## src/hw/rtl/iaf_pkg.sv

```systemverilog
// ----------------------------------------------------------------------------
// Integer-to-ASCII formatter package
// Conversion codes, sequencer states, ASCII constants and digit helpers.
// ----------------------------------------------------------------------------
package iaf_pkg;

  typedef enum logic [1:0] {
    OP_SDEC = 2'd0,
    OP_UDEC = 2'd1,
    OP_HEXL = 2'd2,
    OP_HEXU = 2'd3
  } op_e;

  typedef enum logic [6:0] {
    ST_IDLE      = 7'b0000001,
    ST_CONV      = 7'b0000010,
    ST_NORM      = 7'b0000100,
    ST_SIGN_LEAD = 7'b0001000,
    ST_PAD_PRE   = 7'b0010000,
    ST_SIGN      = 7'b0100000,
    ST_DIGIT     = 7'b1000000
  } state_e;

  // post-pad is a separate flag-free state kept outside the enum above
  typedef enum logic [1:0] {
    TAIL_NONE = 2'b01,
    TAIL_PAD  = 2'b10
  } tail_e;

  localparam int unsigned NumDigits = 10;
  localparam int unsigned DigW      = 4 * NumDigits;
  localparam int unsigned ValueW    = 32;

  localparam logic [6:0] AsciiMinus = 7'h2D;
  localparam logic [6:0] AsciiSpace = 7'h20;
  localparam logic [6:0] AsciiZero  = 7'h30;
  localparam logic [6:0] AsciiUpA   = 7'h41;
  localparam logic [6:0] AsciiLowA  = 7'h61;

  // one hex or decimal digit to its ASCII code
  function automatic logic [6:0] digit_char(input logic [3:0] d, input logic upper);
    logic [6:0] base;
    begin
      if (d < 4'd10) begin
        digit_char = AsciiZero + {3'b000, d};
      end else begin
        base       = upper ? AsciiUpA : AsciiLowA;
        digit_char = base + {3'b000, d} - 7'd10;
      end
    end
  endfunction

  // double-dabble correction of one BCD digit before the shift
  function automatic logic [3:0] bcd_adj(input logic [3:0] d);
    begin
      bcd_adj = (d >= 4'd5) ? d + 4'd3 : d;
    end
  endfunction

endpackage

```

## src/hw/rtl/integer_to_ascii_formatter_top.sv

```systemverilog
// ----------------------------------------------------------------------------
// Integer-to-ASCII formatter
// printf-style integer field: bit-serial binary-to-BCD (decimal only), digit normalize,
// then one character per cycle while the output is not stalled, with sign and pad placement.
// ----------------------------------------------------------------------------
// Sequencing: decimal items pass through the bit-serial BCD converter, hex
//   items skip it; leading-zero strip removes one digit per cycle.
// Throughput: one character per cycle once emitting, while out_ready_i allows;
//   a new item is accepted only after the previous item's last character is emitted.
// Reset: rst_ni is asynchronous, active low; clears the sequencer and the
//   output valid. Digit and payload registers are not reset.
module integer_to_ascii_formatter_top
  import iaf_pkg::*;
(
  input  logic        clk_i,
  input  logic        rst_ni,
  input  logic        in_valid_i,
  output logic        in_ready_o,
  input  logic [1:0]  op_i,
  input  logic [31:0] value_i,
  input  logic [5:0]  field_width_i,
  input  logic        zero_pad_i,
  input  logic        left_align_i,
  output logic        out_valid_o,
  input  logic        out_ready_i,
  output logic [6:0]  character_o,
  output logic        last_o
);

  state_e            state_q, state_d;
  tail_e             tail_q, tail_d;
  logic [4:0]        bit_cnt_q, bit_cnt_d;
  logic [ValueW-1:0] bin_q, bin_d;
  logic [DigW-1:0]   dig_q, dig_d;
  logic [3:0]        ndig_q, ndig_d;
  logic [5:0]        pad_q, pad_d;
  logic [5:0]        fw_q;
  logic              neg_q, sf_q, left_q, zpad_q, hex_q, upper_q;
  logic              out_valid_q, out_valid_d;
  logic [6:0]        char_q, char_d;
  logic              last_q, last_d;

  logic              in_xfer;
  logic              out_free;
  logic              in_neg;
  logic [ValueW-1:0] in_mag;
  logic [DigW-1:0]   dig_adj;
  logic [5:0]        tot_len;
  logic [5:0]        pad_calc;
  logic              emit;
  logic [6:0]        emit_char;
  logic              emit_last;

  assign in_ready_o = (state_q == ST_IDLE) && (tail_q == TAIL_NONE);
  assign in_xfer    = in_valid_i && in_ready_o;
  assign out_free   = !out_valid_q || out_ready_i;

  assign in_neg = (op_e'(op_i) == OP_SDEC) && value_i[ValueW-1];
  assign in_mag = in_neg ? (~value_i + 32'd1) : value_i;

  always_comb begin
    for (int i = 0; i < NumDigits; i++) begin
      dig_adj[4*i +: 4] = bcd_adj(dig_q[4*i +: 4]);
    end
  end

  // characters before padding: digits plus a sign wherever it goes
  assign tot_len  = {2'b00, ndig_q} + {5'b0, neg_q};
  assign pad_calc = (fw_q > tot_len) ? (fw_q - tot_len) : 6'd0;

  always_comb begin
    state_d     = state_q;
    tail_d      = tail_q;
    bit_cnt_d   = bit_cnt_q;
    bin_d       = bin_q;
    dig_d       = dig_q;
    ndig_d      = ndig_q;
    pad_d       = pad_q;
    emit        = 1'b0;
    emit_char   = AsciiSpace;
    emit_last   = 1'b0;

    if (tail_q == TAIL_PAD) begin
      // trailing spaces of a left-aligned field
      if (out_free) begin
        emit      = 1'b1;
        emit_char = AsciiSpace;
        emit_last = (pad_q == 6'd1);
        pad_d     = pad_q - 6'd1;
        if (pad_q == 6'd1) begin
          tail_d = TAIL_NONE;
        end
      end
    end else begin
      case (state_q)
        ST_IDLE: begin
          if (in_xfer) begin
            bit_cnt_d = '0;
            ndig_d    = 4'(NumDigits);
            if (op_i[1]) begin
              dig_d   = {{(DigW-ValueW){1'b0}}, in_mag};
              state_d = ST_NORM;
            end else begin
              bin_d   = in_mag;
              dig_d   = '0;
              state_d = ST_CONV;
            end
          end
        end
        ST_CONV: begin
          dig_d     = {dig_adj[DigW-2:0], bin_q[ValueW-1]};
          bin_d     = {bin_q[ValueW-2:0], 1'b0};
          bit_cnt_d = bit_cnt_q + 5'd1;
          if (bit_cnt_q == 5'd31) begin
            state_d = ST_NORM;
          end
        end
        ST_NORM: begin
          if ((dig_q[DigW-1 -: 4] == 4'd0) && (ndig_q != 4'd1)) begin
            dig_d  = {dig_q[DigW-5:0], 4'd0};
            ndig_d = ndig_q - 4'd1;
          end else begin
            pad_d = pad_calc;
            if (sf_q) begin
              state_d = ST_SIGN_LEAD;
            end else if (!left_q && (pad_calc != 6'd0)) begin
              state_d = ST_PAD_PRE;
            end else if (neg_q) begin
              state_d = ST_SIGN;
            end else begin
              state_d = ST_DIGIT;
            end
          end
        end
        ST_SIGN_LEAD: begin
          if (out_free) begin
            emit      = 1'b1;
            emit_char = AsciiMinus;
            state_d   = (pad_q != 6'd0) ? ST_PAD_PRE : ST_DIGIT;
          end
        end
        ST_PAD_PRE: begin
          if (out_free) begin
            emit      = 1'b1;
            emit_char = zpad_q ? AsciiZero : AsciiSpace;
            pad_d     = pad_q - 6'd1;
            if (pad_q == 6'd1) begin
              state_d = (neg_q && !sf_q) ? ST_SIGN : ST_DIGIT;
            end
          end
        end
        ST_SIGN: begin
          if (out_free) begin
            emit      = 1'b1;
            emit_char = AsciiMinus;
            state_d   = ST_DIGIT;
          end
        end
        ST_DIGIT: begin
          if (out_free) begin
            emit      = 1'b1;
            emit_char = digit_char(dig_q[DigW-1 -: 4], upper_q);
            dig_d     = {dig_q[DigW-5:0], 4'd0};
            ndig_d    = ndig_q - 4'd1;
            if (ndig_q == 4'd1) begin
              state_d = ST_IDLE;
              if (left_q && (pad_q != 6'd0)) begin
                tail_d = TAIL_PAD;
              end else begin
                emit_last = 1'b1;
              end
            end
          end
        end
        default: begin
          state_d = ST_IDLE;
        end
      endcase
    end
  end

  always_comb begin
    out_valid_d = out_valid_q;
    char_d      = char_q;
    last_d      = last_q;
    if (emit) begin
      out_valid_d = 1'b1;
      char_d      = emit_char;
      last_d      = emit_last;
    end else if (out_ready_i) begin
      out_valid_d = 1'b0;
    end
  end

  always_ff @(posedge clk_i or negedge rst_ni) begin
    if (!rst_ni) begin
      state_q     <= ST_IDLE;
      tail_q      <= TAIL_NONE;
      out_valid_q <= 1'b0;
    end else begin
      state_q     <= state_d;
      tail_q      <= tail_d;
      out_valid_q <= out_valid_d;
    end
  end

  always_ff @(posedge clk_i) begin
    bit_cnt_q <= bit_cnt_d;
    bin_q     <= bin_d;
    dig_q     <= dig_d;
    ndig_q    <= ndig_d;
    pad_q     <= pad_d;
    char_q    <= char_d;
    last_q    <= last_d;
    if (in_xfer) begin
      fw_q    <= field_width_i;
      neg_q   <= in_neg;
      sf_q    <= in_neg && zero_pad_i && !left_align_i;
      left_q  <= left_align_i;
      zpad_q  <= zero_pad_i;
      hex_q   <= op_i[1];
      upper_q <= (op_e'(op_i) == OP_HEXU);
    end
  end

  assign out_valid_o = out_valid_q;
  assign character_o = char_q;
  assign last_o      = last_q;

`ifndef NO_ASSERTIONS
  // BCD digits never exceed nine once conversion is done
  a_bcd_digit: assert property (@(posedge clk_i) disable iff (!rst_ni)
    (state_q == ST_DIGIT) && !hex_q |-> dig_q[DigW-1 -: 4] <= 4'd9)
    else $error("decimal digit out of range");

  // digit count stays within the converter's width while in use
  a_ndig_range: assert property (@(posedge clk_i) disable iff (!rst_ni)
    (state_q == ST_NORM) || (state_q == ST_DIGIT) |->
      (ndig_q != 4'd0) && (ndig_q <= 4'(NumDigits)))
    else $error("digit count out of range");

  // a pad state is only entered with pad left to send
  a_pad_nonzero: assert property (@(posedge clk_i) disable iff (!rst_ni)
    (state_q == ST_PAD_PRE) || (tail_q == TAIL_PAD) |-> pad_q != 6'd0)
    else $error("pad state with empty pad count");

  // hex items bypass the BCD converter
  a_hex_no_conv: assert property (@(posedge clk_i) disable iff (!rst_ni)
    in_xfer && op_i[1] |=> state_q == ST_NORM)
    else $error("hex transfer did not go straight to normalize");
`endif

endmodule
```

## config.mk

```make
export PLATFORM = sky130hd
export DESIGN_NAME = integer_to_ascii_formatter_top
export DESIGN_NICKNAME = d
export VERILOG_FILES = /design/src/hw/rtl/iaf_pkg.sv /design/src/hw/rtl/integer_to_ascii_formatter_top.sv
export SDC_FILE = /design/constraint.sdc
export NUM_CORES = 1
export LEC_CHECK = 0
export BUFFER_PORTS_ARGS = -buffer_cell sky130_fd_sc_hd__buf_2
export CORE_MARGIN = 5
export CORE_UTILIZATION = 40
export CTS_CLUSTER_DIAMETER = 50
export DETAILED_ROUTE_END_ITERATION = 8
export PLACE_DENSITY = 0.56
export SLEW_MARGIN = 40
export SYNTH_ARGS = -nofsm -noshare
export SYNTH_HDL_FRONTEND = slang
export SYNTH_SLANG_ARGS = --single-unit
```

## constraint.sdc

```tcl
create_clock -name clk_i -period 4.56 [get_ports clk_i]
set_input_delay 0 -clock clk_i [delete_from_list [all_inputs] [get_ports clk_i]]
set_output_delay 0 -clock clk_i [all_outputs]
set_load 0.02 [all_outputs]
```

==> impl_metrics.toml, run 1 <==
[pwr]
power.density_nw_per_um2 = 661
power_leakage_uw = 0.00332
internal_power_uw = 3610
seq_power_share_pct = 36.4
power_frac_comb_pct = 40.0
vdd_drop_max_uv = 331
switching_share_pct = 38.7
clkPwrFrac_pct = 23.6
power.switching_uw = 2280

[synth]
ys_warn_count = 0
syn_inst = 759
ys_seq_area_share_pct = 46.9
synth_ff_type = "edfxtp_1"
netlist_area_um2 = 7320
synth_cell_types = 63
synthesis.nets = 842
synth-seq-cells = 116
syn_avg_cell_area_um2 = 9.65
synth_edf_count = 106
async_flop_share_pct = 8.62

[detailed_routing]
dr.pass1.iters = 5
vias = 6015
drc = 0
drtIter0Drc = 503
viasPerCell = 5.50
drt_wl_total_mm = 19.1
ant_nets = 0
routedWlPerCell_um = 17.5

[cts]
clock-sinks = 116
cts-root-buf = "clkbuf_16"
cts_tree = "built"
clk_path_buf_depth = 2
numCtsBuffers = 17
clkTransAtPathRegs_ps = 60
post-cts-setup-buffers = 0
clk_latency_ps = 410
cts_htree_levels = 4

[sta]
skew_ps = 10.8
worstMarginPinSlew_ps = 835
timing.slew.headroom_pct = 43.8
fmax_mhz = 352
finalMaxSlewViolations = 0
finalWorstSetupSlack_ps = 1720
whs_ps = 79.1
rsz0062_at_grt = "no"
setup_viol = 0
fin_crit_ps = 2840
hold_violations = 0
fin_crit_sh_pct = 62.2
tns_ps = 0

[placed_design]
place_ws_ps = 1610
routabilityCongestion = 0.897
numPortBuffers = 55
place_inst = 1016
place.detailed.hpwl_mm = 13.2

[floorplanning]
initial_core_util_pct = 40.6
die_area_um2 = 21100
io_pins = 56
num_rows = 49
die_w_um = 145
fp.dieH_um = 145
core_um2 = 18000

[finish]
antenna_cells = 0
instances_no_fill = 1093
drive_gt1_share_pct = 13.1
fin_nets = 934
n_fill_cell = 1676
area_delta_synth_final_pct = 21.6

[hold_path]
hold_class = "input pin to flop"
worstHoldPathCells = 3

[grt]
grt_pass1_wl_mm = 31.4
antenna_found_initial = 0
overflow = 0
grt_pass1_vias = 6120
grt_max_degree = 58
grt_use_total_pct = 18.0

[worst_setup_path]
crit_path_start_kind = "flop"
worstPathRequired_ps = 4890
crit_type = "flop to flop"
crit_fanout = 5
cp-end-kind = "flop"
reg2reg_depth = 9
cp.arrival_ps = 3170

[run]
max-cap-violations = 0

[run_status]
outcome = "complete, no violations"
-- final cells by class --
type,instances,area (µm²),area share [%]
Clock buffer,20,457,5.13
Clock inverter,12,153,1.71
Inverter,37,139,1.56
Multi-Input combinational cell,572,3640,40.8
Sequential cell,116,3440,38.6
Tap cell,229,287,3.22
Timing Repair Buffer,107,798,8.96
-- cell usage in the layout, fill, tap and decap left out, drive strengths merged, types with 4 or more instances in the layout --
| cell type | instances |
|---|---|
| o22ai | 7 |
| o31ai | 6 |
| clkinv | 4 |
| o211ai | 5 |
| nand2b | 15 |
| nor2 | 67 |
| a21oi | 70 |
| inv | 38 |
| mux2i | 4 |
| xor2 | 24 |
| and2 | 7 |
| or3 | 4 |
| dlygate4sd3 | 44 |
| buf | 63 |
| and3 | 5 |
| nor3b | 12 |
| edfxtp | 106 |
| nor2b | 7 |
| nor3 | 16 |
| clkinvlp | 4 |
| dfrtp | 8 |
| nand2 | 90 |
| xnor2 | 33 |
| o21ai | 62 |
| nand3 | 20 |
| ha | 36 |
| nor4 | 9 |
| o221ai | 13 |
| clkbuf | 20 |
| a221o | 12 |
-- synthesized netlist by cell type, types with 3 or more instances --
cell | number | area (µm²)
o22a_1 | 3 | 26.3
nand2_1 | 90 | 338
xor2_1 | 24 | 210
a31oi_1 | 3 | 18.8
nor3_1 | 15 | 75.1
o22ai_1 | 7 | 43.8
inv_1 | 37 | 139
nand3_1 | 20 | 100
a21oi_1 | 70 | 350
nor2_1 | 67 | 251
clkbuf_1 | 24 | 90.1
a22oi_1 | 3 | 22.5
nor3b_1 | 12 | 90.1
buf_1 | 3 | 11.3
o31ai_1 | 6 | 45.0
dfrtp_1 | 8 | 200
edfxtp_1 | 106 | 3180
ha_1 | 36 | 450
xnor2_1 | 33 | 289
o211ai_1 | 5 | 37.5
nor4_1 | 8 | 50.1
or3_1 | 4 | 25.0
mux2i_1 | 4 | 40.0
a221o_1 | 12 | 120
o41ai_1 | 3 | 26.3
nand2b_1 | 15 | 93.8
and2_1 | 7 | 43.8
nor2b_1 | 7 | 43.8
o21ai_0 | 60 | 300
and3_1 | 5 | 31.3
buf_4 | 3 | 22.5
o221ai_1 | 13 | 114
-- per-stage QoR --
step	util (%)	cell area [µm²]	power [µW]
2_1_floorplan	-	7320	3780
3_3_place_gp	43.3	7800	4320
3_5_place_dp	43.5	7840	4430
4_1_cts	49.3	8890	5880
5_1_grt	49.4	8910	6290
6_report	49.4	8910	5890
-- power groups by stage --
| stage | clock network [µW] | logic (µW) | registers [µW] |
|---|---|---|---|
| 2_1_floorplan | 0 | 1730 | 2050 |
| 3_3_place_gp | 0 | 2180 | 2140 |
| 3_5_place_dp | 0 | 2270 | 2160 |
| 4_1_cts | 1410 | 2320 | 2140 |
| 5_1_grt | 1470 | 2630 | 2200 |
| 6_report | 1390 | 2350 | 2140 |
-- layer usage --
metal | vias up | wire [µm] | GRT usage (%) | share of wire [%]
met2 | 146 | 8910 | 28.6 | 47
met4 | 0 | 342 | 5.97 | 1.8
met5 | - | 0 | 0 | 0
li1 | 2968 | - | - | -
met1 | 2872 | 9260 | 25.1 | 48
met3 | 29 | 614 | 3.18 | 3.2
-- final timing paths --
check                            from         end  slack [ps]
max                         ndig_q[0]  state_q[4]        1720
min                           op_i[1]   dig_q[10]          80
max reg2reg                 ndig_q[0]  state_q[4]        1720
min reg2reg                state_q[0]  state_q[0]         510
max in group asynchronous      rst_ni  state_q[4]        3520
min in group asynchronous      rst_ni   tail_q[0]         130
-- worst max-delay path: stages, from the launching register on --
cell      delay, ps
edfxtp_1        450
ha_1            250
ha_1            310
fa_1            440
nand2b_1        180
a21oi_1         190
o32a_1          270
a211oi_1        130
a2111o_1        420
a21oi_1         120
-- logic make-up (layout without fill, tap and decap cells) --
| group | count (synthesis) | in the layout | synth area share, % |
|---|---|---|---|
| AND/OR/NAND/NOR | 267 | 267 | 17.6 |
| AO/OA/AOI/OAI | 207 | 207 | 17.7 |
| flip-flops | 116 | 116 | 46.9 |
| buffers and inverters | 71 | 176 | 4.03 |
| XOR/XNOR | 57 | 57 | 6.82 |
| adder cells (fa/ha/maj) | 37 | 37 | 6.42 |
| multiplexers | 4 | 4 | 0.547 |
-- state kept, by name, indices dropped and copies added (netlist names), 2 cells and up --
signal	flops
character_o	7
fw_q	6
state_q	7
bit_cnt_q	5
ndig_q	4
dig_q	40
pad_q	6
bin_q	32
tail_q	2
-- timing repair --
action / CTS / global route
hold buffers: 44 / 0
hold endpoints to repair: 55 / 0
gates resized for setup: 0 / 0
Power figures use the tool's default switching activity.
==> run 2: changes to the inputs <==
--- a/config.mk
+++ b/config.mk
@@ -10,7 +10,7 @@
 export CORE_UTILIZATION = 40
 export CTS_CLUSTER_DIAMETER = 50
 export DETAILED_ROUTE_END_ITERATION = 8
-export PLACE_DENSITY = 0.56
+export PLACE_DENSITY = 0.58
 export SLEW_MARGIN = 40
 export SYNTH_ARGS = -nofsm -noshare
 export SYNTH_HDL_FRONTEND = slang
==> constraint.sdc (replaced) <==
create_clock -name clk_i -period 2.6 [get_ports clk_i]
set_input_delay 0 -clock clk_i [delete_from_list [all_inputs] [get_ports clk_i]]
set_output_delay 0 -clock clk_i [all_outputs]
set_load 0.02 [all_outputs]
==> run 2 against run 1 <==
Compared with the run above: maximum frequency grew 12%; hold slack lost 66 ps; clock power grew 77%; sequential power grew 74%; combinational power grew 100%; critical endpoint unchanged; final area grew 3.7%; clock skew grew 0.66 ps; sequential cell count is the same; via count grew 2.9%; die area is the same; critical path type unchanged.
==> impl_metrics.toml, run 2 (synthesis gave the netlist of run 1 again) <==
[run_status]
outcome = "complete, no violations"

[worst_setup_path]
worstPathRequired_ps = 2940
cp-end-kind = "flop"
cp.arrival_ps = 2870
crit_path_start_kind = "flop"
crit_start = "ndig_q[0]"
rr_startpoint = "ndig_q[0]"
reg2reg_depth = 9
crit_fanout = 3
crit_type = "flop to flop"

[detailed_routing]
vias = 6192
drtIter0Drc = 450
ant_nets = 0
routedWlPerCell_um = 17.0
drc = 0
drt_wl_total_mm = 19.0
viasPerCell = 5.51
dr.pass1.iters = 5

[finish]
regMostFlops = "dig_q"
final_common_cell = "edfxtp_1"
drive_gt1_share_pct = 17.5
final_cell_mix = "edfxtp_1, nand2_1, nor2_1, a21oi_1, o21ai_0"
largest_reg_flops = 40
area_delta_synth_final_pct = 26.1
fin_nets = 963
reg_top3 = "dig_q x40, bin_q x32"
instances_no_fill = 1123

[floorplanning]
fp.dieH_um = 145
initial_core_util_pct = 40.6
io_pins = 56
die_area_um2 = 21100
die_w_um = 145
num_rows = 49
core_um2 = 18000

[pwr]
power_leakage_uw = 0.00348
power.density_nw_per_um2 = 1180
vdd_drop_max_uv = 659

[cts]
cts_htree_levels = 4
numCtsBuffers = 17
cts_tree = "built"
clk_latency_ps = 420
cts-root-buf = "clkbuf_16"
clk_path_buf_depth = 2
clkTransAtPathRegs_ps = 50
clock-sinks = 116

[sta]
hold_violations = 0
finalWorstSetupSlack_ps = 68.0
fmax_mhz = 395
fin_crit_ps = 2530
setup_viol = 0
worstMarginPinSlew_ps = 677
timing.slew.headroom_pct = 54.2
fin_crit_sh_pct = 97.4
skew_ps = 11.4
finalMaxSlewViolations = 0

[placed_design]
place_ws_ps = -89.5
numPortBuffers = 55
routabilityCongestion = 0.878
place_inst = 1046
place.detailed.hpwl_mm = 13.4

[grt]
grt_pass1_wl_mm = 31.2
antenna_found_initial = 1
grt_use_total_pct = 17.7
overflow = 0
grt_max_degree = 51
grt_pass1_vias = 6409

[run]
max-cap-violations = 0

[hold_path]
worstHoldStart = "value_i[15]"
hold_class = "input pin to flop"
worstHoldPathCells = 3
## run 2: repair_timing
action,CTS,global route
hold endpoints to repair,51,0
hold buffers,41,0
pin swaps,1,2
resized for setup,10,14
buffers inserted,1,2
setup endpoints to repair,2,4
## run 2: cell type report
type	count	area (µm²)
Antenna cell	1	2.50
Clock buffer	19	433
Clock inverter	13	183
Fill cell	1638	8790
Inverter	37	139
Multi-Input combinational cell	572	3750
Sequential cell	116	3440
Tap cell	229	287
Timing Repair Buffer	136	1010
## run 2: metal layers
| metal | vias to the layer above | share of wire [%] | wire length (µm) | track usage, % |
|---|---|---|---|---|
| met5 | - | 0 | 0 | 0 |
| met4 | 0 | 2.3 | 446 | 7.14 |
| met3 | 37 | 4.3 | 810 | 3.15 |
| met2 | 179 | 49 | 9420 | 30.1 |
| met1 | 2956 | 44 | 8370 | 22.3 |
| li1 | 3020 | - | - | - |
## run 2: worst max-delay path, cell delays in order, from the launching register on
cell      delay [ps]
edfxtp_1         440
ha_4             200
ha_4             220
fa_2             360
nand2b_4         180
a21oi_4          140
xor2_2           200
a211oi_2         120
a2111o_1         440
a21oi_2          150
## run 2: per-stage QoR
stage	hold WS (ps)	util [%]	cell area [µm²]	power, µW	TNS [ps]
6_report	13.1	51.2	9230	10900	0
5_1_grt	35.4	51.2	9230	11600	-28.2
3_3_place_gp	-115	44.7	8050	7800	0
2_1_floorplan	-296	-	7350	6650	0
3_5_place_dp	-104	44.7	8060	8010	-89.5
4_1_cts	10.0	50.7	9140	10700	0
## run 2: power by group
group | total [µW] | internal (µW) | switching [µW]
Clock | 2460 | 1600 | 859
Sequential | 3730 | 3140 | 590
Combinational | 4700 | 1980 | 2710
## run 2: final timing paths
kind | endpoint | slack [ps]
min in group asynchronous | state_q[0] | 100
hold / removal | dig_q[15] | 10
setup reg to reg | state_q[4] | 70
hold reg to reg | bin_q[27] | 530
setup / recovery | state_q[4] | 70
max in group asynchronous | state_q[4] | 1600
==> run 3: changes to the inputs <==
--- a/config.mk
+++ b/config.mk
@@ -5,8 +5,8 @@
 export SDC_FILE = /design/constraint.sdc
 export NUM_CORES = 1
 export LEC_CHECK = 0
+export ABC_AREA = 1
 export BUFFER_PORTS_ARGS = -buffer_cell sky130_fd_sc_hd__buf_2
-export CORE_MARGIN = 5
 export CORE_UTILIZATION = 40
 export CTS_CLUSTER_DIAMETER = 50
 export DETAILED_ROUTE_END_ITERATION = 8
==> run 3 against run 2 <==
Compared with the run above: clock power fell by 5%; final area rose by 0.81%; combinational power fell by 94%; clock skew rose by 4.1 ps; hold slack got worse by 10 ps; count of clock-buffer cells in the layout rose by 3; largest power group is now the clock network.
==> impl_metrics.toml, run 3 <==
[pwr]
internal_power_uw = 3630
power_leakage_uw = 0.00403
vdd_drop_max_uv = 493
seq_power_share_pct = 43.8
power.density_nw_per_um2 = 500
switching_share_pct = 22.0
clkPwrFrac_pct = 50.1
power.switching_uw = 1030
power_frac_comb_pct = 6.1

[synth]
synth_edf_count = 106
yosysTopAreaCell = "edfxtp_1"
syn_inst = 945
synth-seq-cells = 116
async_flop_share_pct = 8.62
ys_seq_area_share_pct = 43.6
netlist_area_um2 = 7880
ys_warn_count = 0
synth_commonest_cells = "nand2_1, inv_1, edfxtp_1, nor2_1, nand3_1"
synth.most_common_cell = "nand2_1"
synthTopCellsByArea = "edfxtp_1, nand2_1, ha_1, inv_1, nor2_1"
syn_avg_cell_area_um2 = 8.34
synth_ff_type = "edfxtp_1"
synth_cell_types = 57
synthesis.nets = 1028
synth_top_area_share_pct = 40.4

[finish]
final_cell_mix = "nand2_1, inv_1, edfxtp_1, nor2_1, nand3_1"
n_fill_cell = 1894
largest_reg_flops = 40
instances_no_fill = 1305
area_delta_synth_final_pct = 18.2
reg_top3 = "dig_q x40, bin_q x32"
final_common_cell = "nand2_1"
design_area_um2 = 9310
regMostFlops = "dig_q"
antenna_cells = 0
regArea_um2 = 3440
drive_gt1_share_pct = 16.1
fin_nets = 1115
multi_input_area_um2 = 3860

[floorplanning]
io_pins = 56
core_um2 = 19000
fp.dieH_um = 142
num_rows = 50
die_area_um2 = 20300
die_w_um = 142
initial_core_util_pct = 41.4

[detailed_routing]
viasPerCell = 5.04
ant_nets = 0
drtIter0Drc = 455
drc = 0
drt_wl_total_mm = 18.6
dr.pass1.iters = 6
routedWlPerCell_um = 14.2
vias = 6578

[placed_design]
place_inst = 1258
place.detailed.hpwl_mm = 13.7
numPortBuffers = 55
dpl_cell_area_um2 = 8540
routabilityCongestion = 0.822

[grt]
grt_use_total_pct = 19.9
antenna_found_initial = 0
grt_pass1_wl_mm = 31.1
overflow = 0
grt_max_degree = 44
grt_pass1_vias = 6335

[cts]
clkTransAtPathRegs_ps = 60
clock-sinks = 116
cts_tree = "built"
cts_htree_levels = 4
clk_latency_ps = 430
clk_path_buf_depth = 2
cts-root-buf = "clkbuf_16"
numCtsBuffers = 17

[worst_setup_path]
worstPathRequired_ps = 2920
cp.arrival_ps = 2730
cp-end-kind = "flop"
crit_fanout = 6
crit_path_start_kind = "flop"
crit_type = "flop to flop"

[sta]
setup_viol = 0
skew_ps = 15.5
finalMaxSlewViolations = 0
timing.slew.headroom_pct = 52.1
hold_violations = 0
fmax_mhz = 414
whs_ps = 2.65
fin_crit_sh_pct = 92.8
worstMarginPinSlew_ps = 719
fin_crit_ps = 2410

[run_status]
outcome = "complete, no violations"

[hold_path]
hold_class = "input pin to flop"

[run]
max-cap-violations = 0
-- run 3: cell type report --
class | instances | share of cell area [%]
multi-input cells | 677 | 41.5
flip-flops and latches | 116 | 36.9
repair buffers | 90 | 6.53
inverters | 130 | 5.30
clock buffers | 22 | 5.09
well taps | 260 | 3.50
clock inverters | 10 | 1.14
-- run 3: what timing repair did --
action                                  CTS  global route
resized for setup                         0             9
endpoints found under the setup margin    0             3
buffers inserted                          0             2
hold buffers                             13             0
hold endpoints to repair                 22             0
-- run 3: cell families (layout without fill, tap and decap cells) --
logic type	after synthesis	count (layout)	synth area share, %
adders and majority gates	37	37	5.97
AOI/OAI and AO/OA	140	140	11.0
and+or+nand+nor	457	457	26.6
DFF	116	116	43.6
buffers and inverters	152	252	8.05
xor gates and xnor gates	43	43	4.78
-- run 3: worst paths after layout --
kind | cells past startpoint | startpoint | slack [ps] | endpoint
max | 15 | ndig_q[0] | 190 | state_q[4]
min | 5 | value_i[21] | 3 | bin_q[21]
max reg2reg | 15 | ndig_q[0] | 190 | state_q[4]
min reg2reg | 2 | tail_q[0] | 500 | tail_q[0]
max in group asynchronous | 3 | rst_ni | 1560 | state_q[1]
min in group asynchronous | 2 | rst_ni | 110 | tail_q[0]
-- run 3: stage by stage --
| step | setup TNS, ps | total power (µW) | util [%] | worst slack (ps) |
|---|---|---|---|---|
| final | 0 | 4650 | 48.9 | 187 |
| after global routing | -1.93 | 4810 | 48.9 | -1.93 |
| after CTS | 0 | 4690 | 48.7 | 55.8 |
| after detailed placement | 0 | 2340 | 44.9 | 73.8 |
| after global placement | 0 | 2340 | 44.9 | 127 |
| after floorplan | 0 | 2230 | - | 58.0 |
-- run 3: metal layers --
metal | up-vias | share of wire (%) | track usage, %
met1 | 3076 | 47 | 26.2
met4 | 0 | 1.6 | 6.40
met5 | - | 0 | 0
met3 | 21 | 3.6 | 3.90
li1 | 3345 | - | -
met2 | 136 | 47 | 32.7
-- run 3: critical path, cell delays in order, from the launching register on --
cell	delay [ps]
edfxtp_1	390
ha_1	260
ha_4	180
xnor2_1	130
ha_2	400
nand2_2	90
nor3_4	220
inv_2	90
nand3_1	110
nand3_1	120
inv_1	70
nand2_1	50
nand3b_1	70
nand2_1	50
nand2_1	50
nand2_1	40
-- run 3: power by group through the flow --
stage               logic [µW]  clock network (µW)  registers, µW
floorplan                  159                   0           2080
global placement           265                   0           2080
detailed placement         269                   0           2080
CTS                        285                2370           2040
global route               323                2450           2040
finish                     284                2330           2040
